`src/rtl/mask_candidate_generator_defines.svh`:
```
// assertion macros used by mcg_seq
`ifndef MASK_CANDIDATE_GENERATOR_DEFINES_SVH
`define MASK_CANDIDATE_GENERATOR_DEFINES_SVH

// same-cycle implication, disabled in reset
`define MCG_ASSERT_IMPL(label, clk, rst, ante, cons, msg) \
   label: assert property (@(posedge clk) disable iff (rst) (ante) |-> (cons)) \
      else $error(msg);

// next-cycle implication, disabled in reset
`define MCG_ASSERT_NEXT(label, clk, rst, ante, cons, msg) \
   label: assert property (@(posedge clk) disable iff (rst) (ante) |=> (cons)) \
      else $error(msg);

`endif

```
`src/rtl/mcg_pkg.sv`:
```
package mcg_pkg;

   // default sizes
   localparam int MAX_SLOTS_DEF     = 8;
   localparam int CHARSET_DEPTH_DEF = 256;
   localparam int MAX_BATCH_DEF     = 64;

   // field widths
   localparam int CMD_W    = 3;
   localparam int SLOT_W   = 3;
   localparam int POSF_W   = 8;
   localparam int CHAR_W   = 8;
   localparam int SIZEF_W  = 9;
   localparam int BATCHF_W = 7;
   localparam int COUNT_W  = 64;
   localparam int CAND_W   = 64;
   localparam int CSR_W    = 4;

   localparam logic [CSR_W-1:0] SLOT_COUNT_RST = 4'd6;

   // command codes
   typedef enum logic [CMD_W-1:0] {
      CMD_LOAD    = 3'd0,
      CMD_SIZE    = 3'd1,
      CMD_GEN     = 3'd2,
      CMD_POS     = 3'd3,
      CMD_COUNT   = 3'd4,
      CMD_RESTART = 3'd5
   } cmd_type;

   typedef enum logic {
      ST_IDLE,
      ST_RUN
   } st_type;

   typedef struct packed {
      cmd_type               command;
      logic [SLOT_W-1:0]     slot;
      logic [POSF_W-1:0]     position;
      logic [CHAR_W-1:0]     char_code;
      logic [SIZEF_W-1:0]    charset_size;
      logic [BATCHF_W-1:0]   batch_size;
      logic [COUNT_W-1:0]    count_value;
   } req_type;

   typedef struct packed {
      logic [CAND_W-1:0]     candidate;
      logic                  last_of_batch;
      logic                  exhausted;
      logic [COUNT_W-1:0]    generated_total;
   } rsp_type;

   // per-candidate flags and count from the sequencer
   typedef struct packed {
      logic                  last_of_batch;
      logic                  exhausted;
      logic [COUNT_W-1:0]    generated_total;
   } rsp_meta_type;

   // odometer controls
   typedef struct packed {
      logic clear;
      logic step;
      logic set_size;
      logic set_pos;
   } odo_ctl_type;

   // sequencer commands, already qualified by accept
   typedef struct packed {
      logic gen;
      logic set_count;
      logic restart;
      logic clr_done;
   } seq_cmd_type;

endpackage

```
`src/rtl/mcg_seq.sv`:
```
`include "mask_candidate_generator_defines.svh"

module mcg_seq #(
   parameter int  MAX_BATCH = mcg_pkg::MAX_BATCH_DEF,
   localparam int BAT_W     = $clog2(MAX_BATCH + 1)
) (
   input  logic                           clock,
   input  logic                           reset,
   input  mcg_pkg::seq_cmd_type           cmd,
   input  logic [mcg_pkg::BATCHF_W-1:0]   batch_size,
   input  logic [mcg_pkg::COUNT_W-1:0]    count_value,
   input  logic                           wrap,
   output logic                           step,
   output logic                           busy,
   output logic                           rsp_valid,
   output mcg_pkg::rsp_meta_type          meta
);
   import mcg_pkg::*;

   st_type               st_ff, st_in;
   logic [BAT_W-1:0]     issued_ff, issued_in;
   logic [BAT_W-1:0]     limit_ff, limit_in;
   logic [COUNT_W-1:0]   count_ff, count_in;
   logic                 done_ff, done_in;
   logic                 vld_ff, vld_in;
   rsp_meta_type         meta_ff, meta_in;
   logic                 last;

   // batch control: one candidate issued per run cycle
   always_comb begin
      st_in     = st_ff;
      issued_in = issued_ff;
      limit_in  = limit_ff;
      count_in  = count_ff;
      done_in   = done_ff;
      vld_in    = 1'b0;
      meta_in   = meta_ff;
      step      = 1'b0;
      last      = 1'b0;
      unique case (st_ff)
         ST_IDLE: begin
            if (cmd.gen && !done_ff && (batch_size != '0)) begin
               st_in     = ST_RUN;
               issued_in = '0;
               limit_in  = (batch_size > BATCHF_W'(MAX_BATCH)) ?
                           BAT_W'(MAX_BATCH) : batch_size[BAT_W-1:0];
            end
            if (cmd.set_count) begin
               count_in = count_value;
               done_in  = 1'b0;
            end
            if (cmd.restart) begin
               count_in = '0;
               done_in  = 1'b0;
            end
            if (cmd.clr_done) begin
               done_in = 1'b0;
            end
         end
         ST_RUN: begin
            step      = 1'b1;
            issued_in = issued_ff + BAT_W'(1);
            last      = wrap | (issued_in == limit_ff);
            count_in  = count_ff + COUNT_W'(1);
            done_in   = wrap;
            vld_in    = 1'b1;
            meta_in.last_of_batch   = last;
            meta_in.exhausted       = wrap;
            meta_in.generated_total = count_in;
            if (last) begin
               st_in = ST_IDLE;
            end
         end
         default: begin
            st_in = ST_IDLE;
         end
      endcase
   end

   always_ff @(posedge clock) begin
      if (reset) begin
         st_ff     <= ST_IDLE;
         issued_ff <= '0;
         limit_ff  <= '0;
         count_ff  <= '0;
         done_ff   <= 1'b0;
         vld_ff    <= 1'b0;
      end else begin
         st_ff     <= st_in;
         issued_ff <= issued_in;
         limit_ff  <= limit_in;
         count_ff  <= count_in;
         done_ff   <= done_in;
         vld_ff    <= vld_in;
      end
   end

   // flags travel alongside the charset read latency
   always_ff @(posedge clock) begin
      meta_ff <= meta_in;
   end

   assign busy      = (st_ff == ST_RUN) | vld_ff;
   assign rsp_valid = vld_ff;
   assign meta      = meta_ff;

   `MCG_ASSERT_IMPL(a_run_not_done, clock, reset, st_ff == ST_RUN, !done_ff, "run while exhausted")
   `MCG_ASSERT_NEXT(a_run_strobes, clock, reset, st_ff == ST_RUN, vld_ff, "run cycle gave no item")
   `MCG_ASSERT_IMPL(a_exh_is_last, clock, reset, vld_ff && meta_ff.exhausted, meta_ff.last_of_batch, "exhausted item not last")
   `MCG_ASSERT_IMPL(a_issued_below_limit, clock, reset, st_ff == ST_RUN, issued_ff < limit_ff, "batch overrun")
   `MCG_ASSERT_NEXT(a_wrap_ends_batch, clock, reset, (st_ff == ST_RUN) && wrap, done_ff && (st_ff == ST_IDLE), "wrap did not end batch")

endmodule

```
`config.mk`:
```
export PLATFORM = sky130hd
export DESIGN_NAME = mcg_seq
export DESIGN_NICKNAME = d
export VERILOG_FILES = /design/src/rtl/mcg_pkg.sv /design/src/rtl/mcg_seq.sv
export VERILOG_INCLUDE_DIRS = /design/src /design/src/rtl
export SDC_FILE = /design/constraint.sdc
export NUM_CORES = 1
export LEC_CHECK = 0
export BUFFER_PORTS_ARGS = -buffer_cell sky130_fd_sc_hd__buf_2
export CAP_MARGIN = 10
export CORE_ASPECT_RATIO = 1.2
export CORE_MARGIN = 1.5
export CORE_UTILIZATION = 56
export DETAILED_ROUTE_END_ITERATION = 12
export GPL_TIMING_DRIVEN = 1
export MAX_ROUTING_LAYER = met4
export PLACE_DENSITY = 0.88
export SETUP_SLACK_MARGIN = 0.02
export SYNTH_ARGS = -nofsm -noshare
export SYNTH_HDL_FRONTEND = slang
export SYNTH_SLANG_ARGS = --single-unit
```
`constraint.sdc`:
```
create_clock -name clock -period 4.69 [get_ports clock]
set_input_delay 0.7035 -clock clock [delete_from_list [all_inputs] [get_ports clock]]
set_output_delay 0.7035 -clock clock [all_outputs]
set_load 0.02 [all_outputs]
```
==> results of run 1 <==
[worst max path at each step]
stage,from,endpoint,slack [ps]
6_report,st_ff$_SDFF_PP0_,step,1500
5_1_grt,st_ff$_SDFF_PP0_,step,1390
4_1_cts,st_ff$_SDFF_PP0_,step,1530
3_5_place_dp,reset,count_ff[57]$_SDFFE_PP0P_,1470
3_3_place_gp,reset,count_ff[57]$_SDFFE_PP0P_,1530
2_1_floorplan,st_ff$_SDFF_PP0_,busy,980
[per-stage QoR]
step           power (mW)  hold WS, ps  utilization, %  area (um^2)  std cells
2_1_floorplan        1.72          444               -         7820        817
3_3_place_gp         1.83          456            62.5         8560       1078
3_5_place_dp         1.84          461            62.5         8560       1078
4_1_cts              3.32          470            67.2         9210       1110
5_1_grt              3.41          500            67.2         9210       1110
6_report             3.32          465            67.2         9210       1110
[final cells by class]
type,instances,area [um^2]
Fill cell,1028,4500
Clock inverter,13,206
Tap cell,171,214
Timing Repair Buffer,154,791
Clock buffer,19,443
Sequential cell,147,3610
Inverter,15,56.3
Multi-Input combinational cell,591,3890
[sequential cells by signal (all words and copies together) (netlist names)]
signal     count
meta          66
limit_ff       7
rsp_valid      1
done_ff        1
st_ff          1
count_ff      64
issued_ff      7
[metal layers]
layer	part of all wire (%)	routed length [um]
met1	38	8170
met2	49	10400
met3	8.7	1850
met4	4.2	888
met5	0	0
[worst max-delay path, delay by kind of cell (launching register included)]
kind	cells	cell delay (ps)
flip-flops	1	710
buffers and inverters	3	1280
[logic make-up after synthesis]
group,after synthesis
DFF,147
xor gates and xnor gates,70
adders and majority gates,2
buffers and inverters,79
and+or+nand+nor,324
muxes,38
AOI/OAI and AO/OA,157
[where the power goes]
part           leakage (nW)  internal [mW]  switching (mW)
combinational          2.01          0.129           0.202
clock                 0.313          0.958           0.538
sequential             1.31           1.41          0.0781
total                  3.63           2.50           0.817
[layout by cell type, fill, tap and decap left out, drive strengths merged, types with 16 or more instances in the layout]
cell type / n
dfxtp: 81
nor4: 29
nor2: 64
nor3: 18
clkbuf: 19
o21ai: 33
inv: 16
edfxtp: 66
nand3: 43
nand4: 37
mux2i: 38
buf: 154
o2bb2ai: 21
xnor2: 34
nand2: 48
xor2: 36
a21oi: 39
==> impl_metrics.py, run 1 <==
metrics = {
    "setup_path": {
        "cp-end-kind": "output pin",
        "crit_arrival_ps": 2490,
        "path_max_fanout": 46,
        "cp-start-kind": "flop",
        "worstPathRequired_ps": 3990,
        "cp_common_cell": "buf_4",
        "reg2reg_from": "count_ff[0]$_SDFFE_PP0P_",
        "cp_slowest_cell": "dfxtp_4",
        "crit_type": "reg -> out",
        "crit_path_max_incr_delay_ps": 710,
        "cp_cell_sequence": "buf_4 -> buf_4 -> buf_2",
        "timing.rr.end": "count_ff[60]$_SDFFE_PP0P_",
        "ff2ff_path_depth": 6,
        "reg2reg_slack_ps": 1570,
    },
    "floorplan": {
        "die_y_um": 132,
        "core_mm2": 0.0137,
        "ios": 147,
        "fp.dieW_um": 111,
        "start_util_pct": 57.0,
        "rows": 47,
        "dieArea_mm2": 0.0147,
    },
    "place": {
        "place_congestion": 0.940,
        "dp_slack_ps": 1470,
        "hpwl_mm": 14.5,
        "io_buffers": 146,
    },
    "cts": {
        "cts_buffers": 17,
        "cts_max_path_buffers": 2,
        "post_cts_buffers": 0,
        "clk_latency_ps": 420,
        "cts_max_level": 4,
        "clkTransAtPathRegs_ps": 60,
        "cts-root-buf": "clkbuf_16",
        "cts_sinks": 147,
        "ctsResizeCount": 0,
        "cts_hold_buf": 0,
        "cts_tree": "built",
    },
    "synthesis": {
        "synth-simple-area-share_pct": 22.9,
        "synth_most_common_cell": "dfxtp_1",
        "yosys.area.top_type": "edfxtp_1",
        "ys_seq_elements": 147,
        "synth_cell_types": 66,
        "syn_avg_cell_area_um2": 9.57,
        "synth_area_mm2": 0.00781,
        "synth_compound_area_share_pct": 13.8,
        "synth_xor_area_share_pct": 7.85,
        "netlist.area_leader.share_pct": 25.4,
        "synthAdderAreaFrac_pct": 0.320,
        "syn-num-nets": 897,
        "synth_edf_count": 66,
        "synthArstFlopShare_pct": 0,
        "synthMuxAreaShare_pct": 4.87,
        "synth_top_family_by_area": "simple AND/OR/NAND/NOR gates",
        "synthCells": 817,
        "synth_flop_cell": "dfxtp_1",
        "synthTopCellsByCount": "dfxtp_1 (81), edfxtp_1 (66), nor2_1 (64)",
        "ys.warnings.count": 0,
        "yosysSeqAreaShare_pct": 46.1,
        "ys_top_cells_by_area": "edfxtp_1 (25%), dfxtp_1 (21%), mux2i_1 (4.9%)",
    },
    "cells_and_area": {
        "area_growth_pct": 17.8,
        "n_antenna_cell": 0,
        "fin_nets": 1006,
        "drive_above_1_share_pct": 21.9,
    },
    "drt": {
        "drt_iter0_markers": 695,
        "wl_per_cell_um": 19.2,
        "dr.pass1.iters": 5,
        "via_count": 7050,
        "vias_per_cell": 6.35,
        "ant_nets": 0,
        "routed_wl_mm": 21.3,
        "drc": 0,
    },
    "power_and_ir_drop": {
        "powerDensity_mw_per_mm2": 360,
        "power_leakage_nw": 3.63,
        "ir_drop_mv": 0.274,
    },
    "flow_run": {
        "cap_violations": 0,
    },
    "timing": {
        "rsz0062_at_grt": "false",
        "finalCriticalPeriod_ps": 3190,
        "timing.final.ws_setup_ps": 1500,
        "slew_violations": 0,
        "worst_pin_slew_ps": 1070,
        "setup_viol": 0,
        "post-route-period-util_pct": 68.0,
        "fmax_mhz": 314,
        "fin_tns_setup_ps": 0,
        "hold_viol_final": 0,
        "skew_ps": 7.18,
        "max-slew-margin-rel_pct": 28.0,
    },
    "grt": {
        "use_met3_pct": 5.29,
        "grt_usage_pct": 30.4,
        "first_global_vias": 6887,
        "grt_max_degree": 47,
        "gr-total-overflow": 0,
        "grt_pass1_wl_mm": 34.6,
        "grtUsageMet1_pct": 36.6,
        "antenna_found_initial": 0,
        "grt_use_met2_pct": 49.7,
        "grt-busiest-layer": "met2",
    },
    "worst_hold_path": {
        "holdPathStages": 2,
        "min_to": "limit_ff[3]$_SDFFE_PP0P_",
        "hold_class": "reg -> reg",
        "hp-start": "limit_ff[3]$_SDFFE_PP0P_",
    },
    "run_status": {
        "status": "complete, no violations",
    },
}
Power figures use the tool's default switching activity.
==> run 2: changes to the inputs <==
--- a/config.mk
+++ b/config.mk
@@ -10,11 +10,11 @@
 export CAP_MARGIN = 10
 export CORE_ASPECT_RATIO = 1.2
 export CORE_MARGIN = 1.5
-export CORE_UTILIZATION = 56
+export CORE_UTILIZATION = 51
 export DETAILED_ROUTE_END_ITERATION = 12
 export GPL_TIMING_DRIVEN = 1
 export MAX_ROUTING_LAYER = met4
-export PLACE_DENSITY = 0.88
+export PLACE_DENSITY = 0.85
 export SETUP_SLACK_MARGIN = 0.02
 export SYNTH_ARGS = -nofsm -noshare
 export SYNTH_HDL_FRONTEND = slang
==> constraint.sdc (replaced) <==
create_clock -name clock -period 2.8 [get_ports clock]
set_input_delay 0.42 -clock clock [delete_from_list [all_inputs] [get_ports clock]]
set_output_delay 0.42 -clock clock [all_outputs]
set_load 0.02 [all_outputs]
==> run 2 against run 1 <==
  * Cell area grew 2.4%
  * Clock skew increased by 4.9 ps
  * Setup slack worse by 1300 ps
  * Via count fell by 0.24%
  * Largest cell class unchanged
  * Largest power group is now sequential cells
  * Highest routed layer unchanged
==> impl_metrics.py, run 2 (synthesis gave the netlist of run 1 again) <==
metrics = {
    "cells_and_area": {
        "drive_above_1_share_pct": 24.4,
        "final_util_pct": 63.0,
        "n_antenna_cell": 0,
        "largest_reg_flops": 66,
        "fin_nets": 1041,
        "final_area_mm2": 0.00943,
        "fillCellCount": 1222,
        "final_common_cell": "buf_2",
        "layout_common_cells": "buf_2 (146), dfxtp_1 (80), edfxtp_1 (66)",
        "area_growth_pct": 20.6,
    },
    "setup_path": {
        "cp-start-kind": "flop",
        "reg2reg_slack_ps": 230,
        "worstPathRequired_ps": 3120,
        "path_max_fanout": 8,
        "crit_arrival_ps": 2890,
        "crit_type": "reg -> reg",
        "timing.rr.end": "count_ff[47]$_SDFFE_PP0P_",
        "ff2ff_path_depth": 6,
        "cp-end-kind": "flop",
        "reg2reg_from": "count_ff[13]$_SDFFE_PP0P_",
    },
    "drt": {
        "dr.pass1.iters": 6,
        "via_count": 7033,
        "wl_per_cell_um": 18.4,
        "drt_iter0_markers": 570,
        "routed_wl_mm": 21.7,
        "drc": 0,
        "vias_per_cell": 5.98,
        "ant_nets": 0,
    },
    "worst_hold_path": {
        "hp-start": "count_value[15]",
        "min_to": "count_ff[15]$_SDFFE_PP0P_",
        "hold_class": "in -> reg",
        "holdPathStages": 2,
    },
    "floorplan": {
        "ios": 147,
        "core_mm2": 0.0150,
        "start_util_pct": 52.2,
        "dieArea_mm2": 0.0161,
        "rows": 49,
        "fp.dieW_um": 116,
        "die_y_um": 139,
    },
    "timing": {
        "hold_viol_final": 0,
        "timing.final.ws_setup_ps": 235,
        "worst_pin_slew_ps": 699,
        "post-route-period-util_pct": 91.6,
        "skew_ps": 12.1,
        "setup_viol": 0,
        "finalCriticalPeriod_ps": 2570,
        "fin_tns_setup_ps": 0,
        "slew_violations": 0,
        "rsz0062_at_grt": "false",
        "fmax_mhz": 390,
        "max-slew-margin-rel_pct": 53.2,
    },
    "place": {
        "dp_slack_ps": 272,
        "dpl_cell_area_mm2": 0.00887,
        "place_congestion": 0.944,
        "hpwl_mm": 15.7,
        "io_buffers": 146,
    },
    "grt": {
        "grt_max_degree": 47,
        "grt_usage_pct": 28.3,
        "gr-total-overflow": 0,
        "grt_pass1_wl_mm": 34.0,
        "antenna_found_initial": 0,
        "first_global_vias": 6716,
    },
    "cts": {
        "post_cts_buffers": 0,
        "cts_buffers": 17,
        "cts_max_level": 4,
        "clk_latency_ps": 430,
        "ctsResizeCount": 0,
        "cts_max_path_buffers": 2,
        "cts_hold_buf": 0,
        "cts_tree": "built",
        "cts-root-buf": "clkbuf_16",
        "clkTransAtPathRegs_ps": 60,
        "cts_sinks": 147,
    },
    "power_and_ir_drop": {
        "clkPwrFrac_pct": 41.7,
        "power_frac_comb_pct": 11.4,
        "p_int_mw": 3.92,
        "power_leakage_nw": 3.77,
        "seqPwrFrac_pct": 46.9,
        "p_sw_mw": 1.35,
        "swShare_pct": 25.6,
        "ir_drop_mv": 0.342,
        "powerDensity_mw_per_mm2": 559,
    },
    "run_status": {
        "status": "complete, no violations",
    },
    "flow_run": {
        "cap_violations": 0,
    },
}
[run 2: power by group through the flow]
stage          clock network, mW  logic (mW)  registers [mW]
2_1_floorplan                  0       0.304            2.57
3_3_place_gp                   0       0.586            2.50
3_5_place_dp                   0       0.594            2.51
4_1_cts                     2.21       0.599            2.47
5_1_grt                     2.29       0.652            2.49
6_report                    2.20       0.601            2.47
[run 2: per-layer routing]
layer	global-route usage (%)	up-vias	share of wire, %
met5	-	-	0
met4	11.7	0	2.9
met3	5.77	51	7.1
met2	46.4	327	51
met1	33.7	3320	39
li1	-	3335	-
[run 2: critical path, stage by stage, from the launching register on]
cell     delay [ps]
dfxtp_1         420
nand4_2         230
or4_2           850
buf_4           220
nor4_1          350
xor2_1          150
o221a_2         240
[run 2: how the worst max path moves through the flow]
stage	start	to	slack (ps)	cells past startpoint
2_1_floorplan	count_ff[0]$_SDFFE_PP0P_	count_ff[60]$_SDFFE_PP0P_	110	9
3_3_place_gp	count_ff[3]$_SDFFE_PP0P_	count_ff[58]$_SDFFE_PP0P_	300	5
3_5_place_dp	count_ff[13]$_SDFFE_PP0P_	count_ff[47]$_SDFFE_PP0P_	270	6
4_1_cts	count_ff[13]$_SDFFE_PP0P_	count_ff[47]$_SDFFE_PP0P_	240	6
5_1_grt	count_ff[42]$_SDFFE_PP0P_	count_ff[58]$_SDFFE_PP0P_	120	5
6_report	count_ff[13]$_SDFFE_PP0P_	count_ff[47]$_SDFFE_PP0P_	230	6
[run 2: area by class of cell]
type                       instances  area, um^2  area share (%)
multi-input combinational        591        3880            41.2
tap                              204         255            2.71
inverter                          15        56.3           0.597
sequential                       147        3610            38.3
clock inverter                    11         113            1.19
timing repair buffer             189        1070            11.3
clock buffer                      20         447            4.74
[run 2: through the flow]
step | total power [mW] | cells | hold WS [ps]
floorplan | 2.87 | 817 | 444
global placement | 3.09 | 1146 | 453
detailed placement | 3.11 | 1146 | 457
CTS | 5.28 | 1177 | 202
global route | 5.42 | 1177 | 201
finish | 5.27 | 1177 | 213
