$ cat config.mk
export PLATFORM = sky130hd
export DESIGN_NAME = mcg_odometer
export DESIGN_NICKNAME = d
export VERILOG_FILES = /design/src/rtl/mask_candidate_generator_defines.svh /design/src/rtl/mcg_pkg.sv /design/src/rtl/mcg_odometer.sv
export SDC_FILE = /design/constraint.sdc
export NUM_CORES = 1
export LEC_CHECK = 0
export ABC_AREA = 1
export BUFFER_PORTS_ARGS = -buffer_cell sky130_fd_sc_hd__buf_2
export CORE_AREA = 3 3 231 143
export CTS_CLUSTER_SIZE = 16
export DETAILED_ROUTE_END_ITERATION = 12
export DIE_AREA = 0 0 234 146
export PLACE_DENSITY = 0.57
export SLEW_MARGIN = 30
export SYNTH_ARGS = -nofsm -noshare
export SYNTH_HDL_FRONTEND = slang
export SYNTH_SLANG_ARGS = --single-unit
$ cat constraint.sdc
create_clock -name clock -period 4.3 [get_ports clock]
set_input_delay 0.86 -clock clock [delete_from_list [all_inputs] [get_ports clock]]
set_output_delay 0.86 -clock clock [all_outputs]
set_load 0.01 [all_outputs]
$ cat src/rtl/mask_candidate_generator_defines.svh
// assertion macros used by mcg_seq
`ifndef MASK_CANDIDATE_GENERATOR_DEFINES_SVH
`define MASK_CANDIDATE_GENERATOR_DEFINES_SVH

// same-cycle implication, disabled in reset
`define MCG_ASSERT_IMPL(label, clk, rst, ante, cons, msg) \
   label: assert property (@(posedge clk) disable iff (rst) (ante) |-> (cons)) \
      else $error(msg);

// next-cycle implication, disabled in reset
`define MCG_ASSERT_NEXT(label, clk, rst, ante, cons, msg) \
   label: assert property (@(posedge clk) disable iff (rst) (ante) |=> (cons)) \
      else $error(msg);

`endif

$ cat src/rtl/mcg_pkg.sv
package mcg_pkg;

   // default sizes
   localparam int MAX_SLOTS_DEF     = 8;
   localparam int CHARSET_DEPTH_DEF = 256;
   localparam int MAX_BATCH_DEF     = 64;

   // field widths
   localparam int CMD_W    = 3;
   localparam int SLOT_W   = 3;
   localparam int POSF_W   = 8;
   localparam int CHAR_W   = 8;
   localparam int SIZEF_W  = 9;
   localparam int BATCHF_W = 7;
   localparam int COUNT_W  = 64;
   localparam int CAND_W   = 64;
   localparam int CSR_W    = 4;

   localparam logic [CSR_W-1:0] SLOT_COUNT_RST = 4'd6;

   // command codes
   typedef enum logic [CMD_W-1:0] {
      CMD_LOAD    = 3'd0,
      CMD_SIZE    = 3'd1,
      CMD_GEN     = 3'd2,
      CMD_POS     = 3'd3,
      CMD_COUNT   = 3'd4,
      CMD_RESTART = 3'd5
   } cmd_type;

   typedef enum logic {
      ST_IDLE,
      ST_RUN
   } st_type;

   typedef struct packed {
      cmd_type               command;
      logic [SLOT_W-1:0]     slot;
      logic [POSF_W-1:0]     position;
      logic [CHAR_W-1:0]     char_code;
      logic [SIZEF_W-1:0]    charset_size;
      logic [BATCHF_W-1:0]   batch_size;
      logic [COUNT_W-1:0]    count_value;
   } req_type;

   typedef struct packed {
      logic [CAND_W-1:0]     candidate;
      logic                  last_of_batch;
      logic                  exhausted;
      logic [COUNT_W-1:0]    generated_total;
   } rsp_type;

   // per-candidate flags and count from the sequencer
   typedef struct packed {
      logic                  last_of_batch;
      logic                  exhausted;
      logic [COUNT_W-1:0]    generated_total;
   } rsp_meta_type;

   // odometer controls
   typedef struct packed {
      logic clear;
      logic step;
      logic set_size;
      logic set_pos;
   } odo_ctl_type;

   // sequencer commands, already qualified by accept
   typedef struct packed {
      logic gen;
      logic set_count;
      logic restart;
      logic clr_done;
   } seq_cmd_type;

endpackage

$ cat src/rtl/mcg_odometer.sv
module mcg_odometer #(
   parameter int  MAX_SLOTS     = mcg_pkg::MAX_SLOTS_DEF,
   parameter int  CHARSET_DEPTH = mcg_pkg::CHARSET_DEPTH_DEF,
   localparam int POS_W         = $clog2(CHARSET_DEPTH)
) (
   input  logic                          clock,
   input  logic                          reset,
   input  mcg_pkg::odo_ctl_type          ctl,
   input  logic [mcg_pkg::SLOT_W-1:0]    slot,
   input  logic [mcg_pkg::POSF_W-1:0]    position,
   input  logic [mcg_pkg::SIZEF_W-1:0]   charset_size,
   input  logic [MAX_SLOTS-1:0]          lane_en,
   output logic [MAX_SLOTS*POS_W-1:0]    pos_flat,
   output logic                          wrap
);
   import mcg_pkg::*;

   localparam int SZ_W = $clog2(CHARSET_DEPTH + 1);

   logic [POS_W-1:0]     pos_ff  [MAX_SLOTS];
   logic [POS_W-1:0]     pos_in  [MAX_SLOTS];
   logic [SZ_W-1:0]      size_ff [MAX_SLOTS];
   logic [SZ_W-1:0]      size_in [MAX_SLOTS];
   logic [SZ_W-1:0]      inc     [MAX_SLOTS];
   logic [MAX_SLOTS-1:0] digit_wrap;
   logic [MAX_SLOTS-1:0] carry;
   logic [MAX_SLOTS-1:0] lsd;
   logic                 chain;
   logic [SZ_W-1:0]      new_size;
   logic [SZ_W-1:0]      sel_size;
   logic                 pos_fits;

   // lowest-order digit is the last enabled slot
   always_comb begin
      for (int i = 0; i < MAX_SLOTS; i++) begin
         if (i == MAX_SLOTS - 1) begin
            lsd[i] = lane_en[i];
         end else begin
            lsd[i] = lane_en[i] & ~lane_en[i+1];
         end
      end
   end

   // per-digit increment and ripple carry toward slot 0
   always_comb begin
      chain = 1'b0;
      for (int i = MAX_SLOTS - 1; i >= 0; i--) begin
         inc[i]        = SZ_W'(pos_ff[i]) + SZ_W'(1);
         digit_wrap[i] = (inc[i] >= size_ff[i]);
         carry[i]      = lsd[i] | chain;
         chain         = carry[i] & digit_wrap[i] & lane_en[i];
      end
      wrap = carry[0] & digit_wrap[0];
   end

   // size clamp and restored position check
   always_comb begin
      if (charset_size == '0) begin
         new_size = SZ_W'(1);
      end else if (charset_size > SIZEF_W'(CHARSET_DEPTH)) begin
         new_size = SZ_W'(CHARSET_DEPTH);
      end else begin
         new_size = charset_size[SZ_W-1:0];
      end
      sel_size = size_ff[0];
      for (int i = 0; i < MAX_SLOTS; i++) begin
         if (slot == SLOT_W'(i)) begin
            sel_size = size_ff[i];
         end
      end
      pos_fits = ({1'b0, position} < SIZEF_W'(sel_size));
   end

   // next positions and sizes
   always_comb begin
      for (int i = 0; i < MAX_SLOTS; i++) begin
         pos_in[i]  = pos_ff[i];
         size_in[i] = size_ff[i];
         if (ctl.clear) begin
            pos_in[i] = '0;
         end else if (ctl.step && carry[i]) begin
            pos_in[i] = digit_wrap[i] ? '0 : inc[i][POS_W-1:0];
         end else if (ctl.set_size && (slot == SLOT_W'(i))) begin
            size_in[i] = new_size;
            if (SZ_W'(pos_ff[i]) >= new_size) begin
               pos_in[i] = '0;
            end
         end else if (ctl.set_pos && (slot == SLOT_W'(i))) begin
            pos_in[i] = pos_fits ? position[POS_W-1:0] : '0;
         end
      end
   end

   always_ff @(posedge clock) begin
      if (reset) begin
         for (int i = 0; i < MAX_SLOTS; i++) begin
            pos_ff[i]  <= '0;
            size_ff[i] <= SZ_W'(1);
         end
      end else begin
         for (int i = 0; i < MAX_SLOTS; i++) begin
            pos_ff[i]  <= pos_in[i];
            size_ff[i] <= size_in[i];
         end
      end
   end

   // read addresses for the charset banks
   always_comb begin
      for (int i = 0; i < MAX_SLOTS; i++) begin
         pos_flat[i*POS_W +: POS_W] = pos_ff[i];
      end
   end

endmodule

==> out/metrics.json, run 1 <==
{
  "timing": {
    "max_slew_vio_count": 0,
    "maximum_clock_frequency_ghz": 0.2373,
    "fin_crit_ps": 4215,
    "post-route-worst-setup-slack_ps": 85.18,
    "tightest_slew_ps": 854.2,
    "hold_viol_final": 0,
    "post-route-period-util": 0.9802,
    "worst_slew_margin_relative_to_its_limit": 0.4305,
    "rsz0062_at_grt": "yes",
    "finalClockSkew_ps": 10.38,
    "report.final.setup_viol": 0,
    "whs_ps": 469.0
  },
  "placement": {
    "place_hpwl_um": 31030,
    "numPortBuffers": 98,
    "placed_cell_area_um2": 11940,
    "placer_congestion": 0.9596,
    "placement.setup.worst_slack_ps": -103.5
  },
  "critical_path": {
    "critPathMaxFanout": 4,
    "worst-setup-path-type": "flop to output pin",
    "register_to_register_setup_slack_ps": 610,
    "r2r.worst_path.cells": 23,
    "regToRegEndpoint": "pos_ff[0][8]",
    "required_ps": 3440,
    "endpoint_kind": "output pin",
    "worstPathArrival_ps": 3350,
    "worstSetupStartpointType": "flop",
    "regToRegStartpoint": "pos_ff[1][16]"
  },
  "power_and_ir_drop": {
    "net-switching-power_mw": 1.420,
    "combinationalPowerShare": 0.267,
    "p_int_mw": 2.757,
    "clock_power_share": 0.405,
    "power.density_nw_per_um2": 324.5,
    "max_ir_drop_vdd_mv": 0.2500,
    "power.switching_fraction": 0.3399,
    "total_leakage_power_nw": 6.143,
    "register_share_of_total_power": 0.327
  },
  "final_layout": {
    "layout_common_cells": "sky130_fd_sc_hd__nand2_1, sky130_fd_sc_hd__inv_1, sky130_fd_sc_hd__o21ai_0",
    "final_net_count": 1883,
    "layout-drive-gt1-share": 0.1531,
    "syn_to_final_growth_pct": 19.09,
    "stdcell_area_um2": 12870,
    "mostFrequentLayoutCell": "sky130_fd_sc_hd__nand2_1"
  },
  "cts": {
    "clock_tree.htree_level_count": 4,
    "cts.sinks": 136,
    "clock_tree_from_tritoncts": "built",
    "ctsRootBufferMaster": "sky130_fd_sc_hd__clkbuf_16",
    "cts-buffers-inserted": 17,
    "worst_skew_pair.late_latency_ps": 450,
    "cts_buffer_depth": 2,
    "clk_pin_slew_ps": 60
  },
  "global_routing": {
    "grt_util_all_layers": 0.2400,
    "grt_util_met1": 0.3778,
    "use_met2": 0.3206,
    "number_of_antenna_violations_at_the_first_check_in_global_routing": 0,
    "globalRouteOverflowTotal": 0,
    "gr-usage-met3": 0.05516,
    "grt_start_max_net_pins": 60,
    "first_global_vias": 10330,
    "wire_length_of_the_first_global_routing_pass_um": 62430,
    "busiest_layer": "met1"
  },
  "synthesis": {
    "postSynth.topFlopCell": "sky130_fd_sc_hd__dfxtp_1",
    "synth-edff-count": 0,
    "postSynthAreaPerCell_um2": 6.866,
    "synth.net_count": 1759,
    "synth-async-reset-ratio": 0,
    "distinct_cells_synth": 41,
    "synth_area_um2": 10810,
    "synth.ff_latch_count": 136,
    "synth_cells": 1574,
    "ys_seq_area_frac": 0.2519,
    "ys.warnings.count": 0
  },
  "die": {
    "fp.coreArea_um2": 30970,
    "die_y_um": 146,
    "initial_utilization": 0.3490,
    "floorplan.rows": 50,
    "ios": 99,
    "die_area_um2": 34160,
    "fp.dieW_um": 234
  },
  "hold_path": {
    "hold_depth": 2,
    "worstHoldStart": "size_ff[0][5]",
    "min_delay_worst_endpoint": "size_ff[0][5]",
    "timing.hold.worst.class": "flop to flop"
  },
  "detailed_routing": {
    "firstDrtPassIters": 6,
    "remaining_drc_errors": 0,
    "detail_route.iter0.violations": 1237,
    "detail-route-antenna-nets": 0,
    "num_vias": 11565,
    "routed_wl_um": 41280,
    "viasPerCell": 5.435,
    "detail_route.wl_per_cell_um": 19.40
  },
  "run": {
    "drv.max_cap_violation_count": 0
  },
  "run_status": {
    "run_status": "completed"
  }
}
layout make-up:
type,instances,area (um2)
antenna,1,2.502
clock buffer,20,466.7
clock inverter,12,196.4
fill,3226,18100
inverter,205,773.2
multi-input combinational,1191,7272
sequential,136,2748
tap,416,520.5
timing repair buffer,147,890.9
cell families after synthesis:
| family | count (synthesis) | share of synthesized area |
|---|---|---|
| AO/OA/AOI/OAI | 393 | 0.1991 |
| XOR/XNOR | 45 | 0.03647 |
| adder cells (fa/ha/maj) | 151 | 0.1748 |
| buffers and inverters | 247 | 0.08822 |
| flip-flops | 136 | 0.2519 |
| AND/OR/NAND/NOR | 602 | 0.2494 |
per-stage QoR:
stage	util	setup TNS, ps	power, mW	cells
floorplan	-	0	2.072	1574
global placement	0.3846	-133.8	2.429	2080
detailed placement	0.3855	-3179	2.447	2081
CTS	0.4105	0	4.135	2122
global route	0.4155	-126.5	4.376	2127
finish	0.4156	0	4.177	2128
synth_stat cells (2+ instances only):
master                     number  area share
sky130_fd_sc_hd__o21ai_0      158       0.073
sky130_fd_sc_hd__nor2_1        87       0.030
sky130_fd_sc_hd__a21oi_1      140       0.065
sky130_fd_sc_hd__inv_2         15      0.0052
sky130_fd_sc_hd__or2_2          2      0.0012
sky130_fd_sc_hd__o211ai_1      20       0.014
sky130_fd_sc_hd__nand2_1      330        0.11
sky130_fd_sc_hd__buf_6          2      0.0021
sky130_fd_sc_hd__a211oi_1       2      0.0014
sky130_fd_sc_hd__a31oi_1       56       0.032
sky130_fd_sc_hd__a21boi_0       6      0.0042
sky130_fd_sc_hd__ha_1         151        0.17
sky130_fd_sc_hd__buf_2          6      0.0028
sky130_fd_sc_hd__o21a_1         2      0.0014
sky130_fd_sc_hd__nand4_1       14      0.0081
sky130_fd_sc_hd__nor2_2         3      0.0017
sky130_fd_sc_hd__o221ai_1       2      0.0016
sky130_fd_sc_hd__nand3_2       10      0.0093
sky130_fd_sc_hd__nor4_1         2      0.0012
sky130_fd_sc_hd__nand2_2       10      0.0058
sky130_fd_sc_hd__inv_1        189       0.066
sky130_fd_sc_hd__o21bai_1       3      0.0021
sky130_fd_sc_hd__dfxtp_1      136        0.25
sky130_fd_sc_hd__nor3_1        10      0.0046
sky130_fd_sc_hd__nand3b_1      18       0.013
sky130_fd_sc_hd__nand3_1      105       0.049
sky130_fd_sc_hd__clkbuf_1      33       0.011
sky130_fd_sc_hd__nand2_4        2      0.0021
sky130_fd_sc_hd__xor2_1        45       0.036
sky130_fd_sc_hd__nor3b_1        3      0.0021
sky130_fd_sc_hd__nor3_2         2      0.0019
power by group through the flow:
stage	combinational (mW)	clock (mW)	sequential [mW]
after floorplan	0.678	0	1.39
after global placement	1.04	0	1.39
after detailed placement	1.05	0	1.39
after CTS	1.07	1.70	1.37
after global routing	1.25	1.75	1.37
final	1.12	1.69	1.37
critical path: stages (launching register included):
cell	delay, ps
sky130_fd_sc_hd__dfxtp_4	360
sky130_fd_sc_hd__nand3_1	100
sky130_fd_sc_hd__nand3b_1	210
sky130_fd_sc_hd__nand3b_1	200
sky130_fd_sc_hd__xor2_1	180
sky130_fd_sc_hd__ha_1	280
sky130_fd_sc_hd__nand2_1	70
sky130_fd_sc_hd__nor2_1	140
sky130_fd_sc_hd__nand3_1	80
sky130_fd_sc_hd__nand4_1	170
sky130_fd_sc_hd__nand3_2	120
sky130_fd_sc_hd__nand2_4	90
sky130_fd_sc_hd__nand2_2	50
sky130_fd_sc_hd__nand2_2	90
sky130_fd_sc_hd__nand2_2	60
sky130_fd_sc_hd__nand2_2	80
sky130_fd_sc_hd__nand2_2	50
sky130_fd_sc_hd__nand2_2	80
sky130_fd_sc_hd__nand2_2	70
sky130_fd_sc_hd__nand2_4	90
sky130_fd_sc_hd__nand2_4	70
sky130_fd_sc_hd__a21boi_1	110
sky130_fd_sc_hd__buf_2	140
worst max path at each step:
stage	from	endpoint	depth (start not counted)
floorplan	pos_ff[1][26]	wrap	24
global placement	slot[0]	pos_ff[0][16]	22
detailed placement	slot[0]	pos_ff[0][10]	22
CTS	pos_ff[0][26]	wrap	19
global route	pos_ff[1][25]	wrap	25
finish	pos_ff[1][16]	wrap	22
repair_timing:
item	in CTS	in global routing
pin swaps	8	15
hold buffers	0	0
resized for setup	16	29
setup endpoints to repair	1	48
setup buffers	9	5
gates cloned	0	0
sequential cells by signal, summed over array words and instances (netlist names):
name,flops
size_ff,72
pos_ff,64
layer usage:
layer | part of all wire | vias to the layer above
met5 | 0 | -
met4 | 0.017 | 0
met3 | 0.10 | 47
met2 | 0.38 | 482
met1 | 0.50 | 5435
li1 | - | 5601
(Power assumes the default switching activity.)
==> run 2, diff against run 1 <==
Settings changed: ABC_AREA 1 to not set, CORE_AREA 3 3 231 143 to 3 3 236 145, DIE_AREA 0 0 234 146 to 0 0 239 148.
==> run 2 against run 1 <==
Compared with the run above: global-route usage is 2.0 points higher; total power is 4.0% lower; non-clock buffer count is 41 higher; clock power is 14% lower; the flow now finishes with violations (negative setup slack); critical path depth is 7 lower; combinational power is 9% higher; register-to-register slack worse by 460 ps; cell count is 8.4% lower; routed wire length is 13% higher; critical path type unchanged; sequential power hardly changed; via count is 1.4% lower.
==> out/metrics.json, run 2 <==
{
  "final_layout": {
    "syn_to_final_growth_pct": 19.94,
    "diodes": {"value": 0, "change": "-1"},
    "top_register": "size_ff",
    "largest_reg_flops": {"value": 72, "change": "unchanged"},
    "final_net_count": {"value": 1697, "change": "-9.9%"},
    "mostFrequentLayoutCell": "sky130_fd_sc_hd__ha_1",
    "layout-drive-gt1-share": {"value": 0.2033, "change": "+0.05015"},
    "finish.cell_count_without_fillers": {"value": 1949, "change": "-8.4%"},
    "fillerInstances": {"value": 3248, "change": "+0.68%"},
    "layout_common_cells": "sky130_fd_sc_hd__ha_1, sky130_fd_sc_hd__nor2_1, sky130_fd_sc_hd__dfxtp_1",
    "top_regs": "size_ff x72, pos_ff x64"
  },
  "synthesis": {
    "postSynthAreaPerCell": {"value": 8.199, "unit": "um2", "change": "+19%"},
    "ys_seq_area_frac": {"value": 0.2429, "change": "-0.009028"},
    "synth-async-reset-ratio": {"value": 0, "change": "unchanged"},
    "synth.ff_latch_count": {"value": 136, "change": "unchanged"},
    "main_combinational_cell_family_by_area_after_synthesis": "compound AO/OA/AOI/OAI gates",
    "synthSimpleGateAreaFrac": {"value": 0.1874, "change": "-0.06196"},
    "synth.net_count": {"value": 1552, "change": "-12%"},
    "synthAdderAreaFrac": {"value": 0.1686, "change": "-0.006265"},
    "synth_area_leaders": "sky130_fd_sc_hd__dfxtp_1, sky130_fd_sc_hd__ha_1, sky130_fd_sc_hd__mux2i_1",
    "synth_area": {"value": 11210, "unit": "um2", "change": "+3.7%"},
    "synth_cells": {"value": 1367, "change": "-13%"},
    "synth_top_area_share": {"value": 0.2429, "change": "-0.009028"},
    "ys.warnings.count": {"value": 0, "change": "unchanged"},
    "synth_compound_area_frac": {"value": 0.2336, "change": "+0.03450"},
    "yosys-top-cells-count": "sky130_fd_sc_hd__ha_1, sky130_fd_sc_hd__nor2_1, sky130_fd_sc_hd__dfxtp_1",
    "distinct_cells_synth": {"value": 91, "change": "+120%"},
    "muxShareOfSynthArea": {"value": 0.06296, "change": "+0.06296"},
    "synth.largest_area_cell": "sky130_fd_sc_hd__dfxtp_1",
    "postSynth.topFlopCell": "sky130_fd_sc_hd__dfxtp_1",
    "synthMostInstantiatedCell": "sky130_fd_sc_hd__ha_1",
    "synth-edff-count": {"value": 0, "change": "unchanged"},
    "synthXorXnorAreaFrac": {"value": 0.03673, "change": "+0.0002560"}
  },
  "global_routing": {
    "first_global_vias": {"value": 10347, "change": "+0.16%"},
    "globalRouteOverflowTotal": {"value": 0, "change": "unchanged"},
    "grt_start_max_net_pins": {"value": 73, "change": "+22%"},
    "grt_util_all_layers": {"value": 0.2599, "change": "+0.01991"},
    "number_of_antenna_violations_at_the_first_check_in_global_routing": {"value": 0, "change": "unchanged"},
    "wire_length_of_the_first_global_routing_pass": {"value": 67760, "unit": "um", "change": "+8.5%"}
  },
  "timing": {
    "fin_crit": {"value": 4356, "unit": "ps", "change": "+141.2 ps"},
    "whs": {"value": 495.0, "unit": "ps", "change": "+25.94 ps"},
    "post-route-period-util": {"value": 1.013, "change": "+0.03284"},
    "rsz0062_at_grt": "yes",
    "hold_viol_final": {"value": 0, "change": "unchanged"},
    "tightest_slew": {"value": 882.0, "unit": "ps", "change": "+27.84 ps"},
    "worst_slew_margin_relative_to_its_limit": {"value": 0.4120, "change": "-0.01856"},
    "finalClockSkew": {"value": 11.94, "unit": "ps", "change": "+1.569 ps"},
    "report.final.setup_viol": {"value": 1, "change": "+1"},
    "max_slew_vio_count": {"value": 0, "change": "unchanged"},
    "post-route-worst-setup-slack": {"value": -56.05, "unit": "ps", "change": "-141.2 ps"},
    "maximum_clock_frequency": {"value": 0.2296, "unit": "GHz", "change": "-3.2%"},
    "final.setup.tns": {"value": -56.05, "unit": "ps", "change": "-56.05 ps"}
  },
  "power_and_ir_drop": {
    "total_leakage_power": {"value": 5.931, "unit": "nW", "change": "-3.5%"},
    "power.density": {"value": 298.2, "unit": "nW/um2", "change": "-8.1%"},
    "max_ir_drop_vdd": {"value": 0.2970, "unit": "mV", "change": "+19%"}
  },
  "critical_path": {
    "critPathMaxFanout": {"value": 5, "change": "+1"},
    "endpoint_kind": "output pin",
    "worstPathArrival": {"value": 3500, "unit": "ps", "change": "+150 ps"},
    "worst-setup-path-type": "flop to output pin",
    "required": {"value": 3440, "unit": "ps", "change": "about the same"},
    "worstSetupStartpointType": "flop"
  },
  "die": {
    "ios": {"value": 99, "change": "unchanged"},
    "die_y": {"value": 148, "unit": "um", "change": "+1.4%"},
    "die_area": {"value": 35370, "unit": "um2", "change": "+3.5%"},
    "floorplan.rows": {"value": 51, "change": "+2.0%"},
    "fp.coreArea": {"value": 32290, "unit": "um2", "change": "+4.3%"},
    "fp.dieW": {"value": 239, "unit": "um", "change": "+2.1%"},
    "initial_utilization": {"value": 0.3471, "change": "-0.001841"}
  },
  "run": {
    "drv.max_cap_violation_count": {"value": 0, "change": "unchanged"}
  },
  "detailed_routing": {
    "firstDrtPassIters": {"value": 5, "change": "-1"},
    "detail-route-antenna-nets": {"value": 0, "change": "unchanged"},
    "routed_wl": {"value": 46570, "unit": "um", "change": "+13%"},
    "detail_route.iter0.violations": {"value": 1279, "change": "+3.4%"},
    "viasPerCell": {"value": 5.849, "change": "+7.6%"},
    "detail_route.wl_per_cell": {"value": 23.90, "unit": "um", "change": "+23%"},
    "remaining_drc_errors": {"value": 0, "change": "unchanged"},
    "num_vias": {"value": 11399, "change": "-1.4%"}
  },
  "placement": {
    "numPortBuffers": {"value": 98, "change": "unchanged"},
    "placer_congestion": {"value": 0.9596, "change": "unchanged"},
    "dp_cells": {"value": 1904, "change": "-8.5%"},
    "place_hpwl": {"value": 35640, "unit": "um", "change": "+15%"}
  },
  "cts": {
    "worst_skew_pair.late_latency": {"value": 450, "unit": "ps", "change": "about the same"},
    "clock_tree_from_tritoncts": "built",
    "clock_tree.htree_level_count": {"value": 4, "change": "unchanged"},
    "cts.sinks": {"value": 136, "change": "unchanged"},
    "ctsRootBufferMaster": "sky130_fd_sc_hd__clkbuf_16",
    "clk_pin_slew": {"value": 70, "unit": "ps", "change": "about the same"},
    "cts_buffer_depth": {"value": 2, "change": "unchanged"},
    "cts-buffers-inserted": {"value": 17, "change": "unchanged"}
  },
  "run_status": {
    "failed_checks": "negative setup slack",
    "run_status": "finished, violations left"
  },
  "hold_path": {
    "timing.hold.worst.class": "flop to flop"
  }
}
run 2: worst paths after layout:
path | from | end | slack (ps) | cells after the start
worst max-delay path | pos_ff[1][24] | wrap | -60 | 15
worst min-delay path | size_ff[0][14] | size_ff[0][14] | 490 | 2
worst max register to register | pos_ff[0][25] | pos_ff[0][16] | 150 | 16
worst min register to register | size_ff[0][14] | size_ff[0][14] | 490 | 2
run 2: critical path, cell delays in order (launching register included):
cell and delay (ps):
sky130_fd_sc_hd__dfxtp_2 340, sky130_fd_sc_hd__ha_4 180, sky130_fd_sc_hd__and3_1 190, sky130_fd_sc_hd__and3_4 210, sky130_fd_sc_hd__xor2_2 150, sky130_fd_sc_hd__ha_1 340
sky130_fd_sc_hd__a21oi_2 130, sky130_fd_sc_hd__nor2_1 80, sky130_fd_sc_hd__a2111oi_4 420, sky130_fd_sc_hd__nand3_4 140, sky130_fd_sc_hd__a311oi_4 310, sky130_fd_sc_hd__nor3_2 70
sky130_fd_sc_hd__nor2_1 100, sky130_fd_sc_hd__nor3_1 50, sky130_fd_sc_hd__o21a_1 210, sky130_fd_sc_hd__buf_2 140
run 2: where the power goes:
part	internal [mW]	total (mW)	switching [mW]	leakage, nW
Clock	0.799	1.45	0.648	0.261
Combinational	0.476	1.22	0.739	4.56
Sequential	1.29	1.35	0.0542	1.11
run 2: cell type report:
| type | count | area, um2 | share of cell area |
|---|---|---|---|
| Timing Repair Buffer | 188 | 1205 | 0.08963 |
| Multi-Input combinational cell | 1054 | 7980 | 0.5936 |
| Inverter | 115 | 431.7 | 0.03211 |
| Sequential cell | 136 | 2744 | 0.2041 |
| Tap cell | 424 | 530.5 | 0.03946 |
| Clock buffer | 19 | 432.9 | 0.03220 |
| Clock inverter | 13 | 118.9 | 0.008842 |
run 2: repair_timing:
action / in CTS / in global routing
pin swaps: 11 / 16
gates resized for setup: 24 / 34
hold buffers: 0 / 0
setup buffers: 7 / 5
setup endpoints to repair: 1 / 1
run 2: kinds of logic after synthesis:
| kind of cell | Yosys count |
|---|---|
| flip-flops | 136 |
| AND/OR/NAND/NOR | 423 |
| XOR/XNOR | 47 |
| multiplexers | 70 |
| AO/OA/AOI/OAI | 363 |
| adder cells (fa/ha/maj) | 151 |
| buffers and inverters | 177 |
run 2: through the flow:
step                power [mW]  utilization  setup WS [ps]  area (um2)
floorplan                2.065            -          288.6       11210
global placement         2.481       0.3878         -3.957       12520
finish                   4.009       0.4163         -56.05       13440
CTS                      3.966       0.4100         0.4938       13240
detailed placement       2.501       0.3881          6.723       12530
global route             4.163       0.4163         -147.0       13440
run 2: routing by layer:
layer / vias to the layer above / wire [um] / share of wire / track usage
met5: - / 0 / 0 / 0
met4: 0 / 1124 / 0.024 / 0.07246
met3: 66 / 6329 / 0.14 / 0.1085
met2: 617 / 17230 / 0.37 / 0.3272
met1: 5462 / 21890 / 0.47 / 0.3917
li1: 5254 / - / - / -
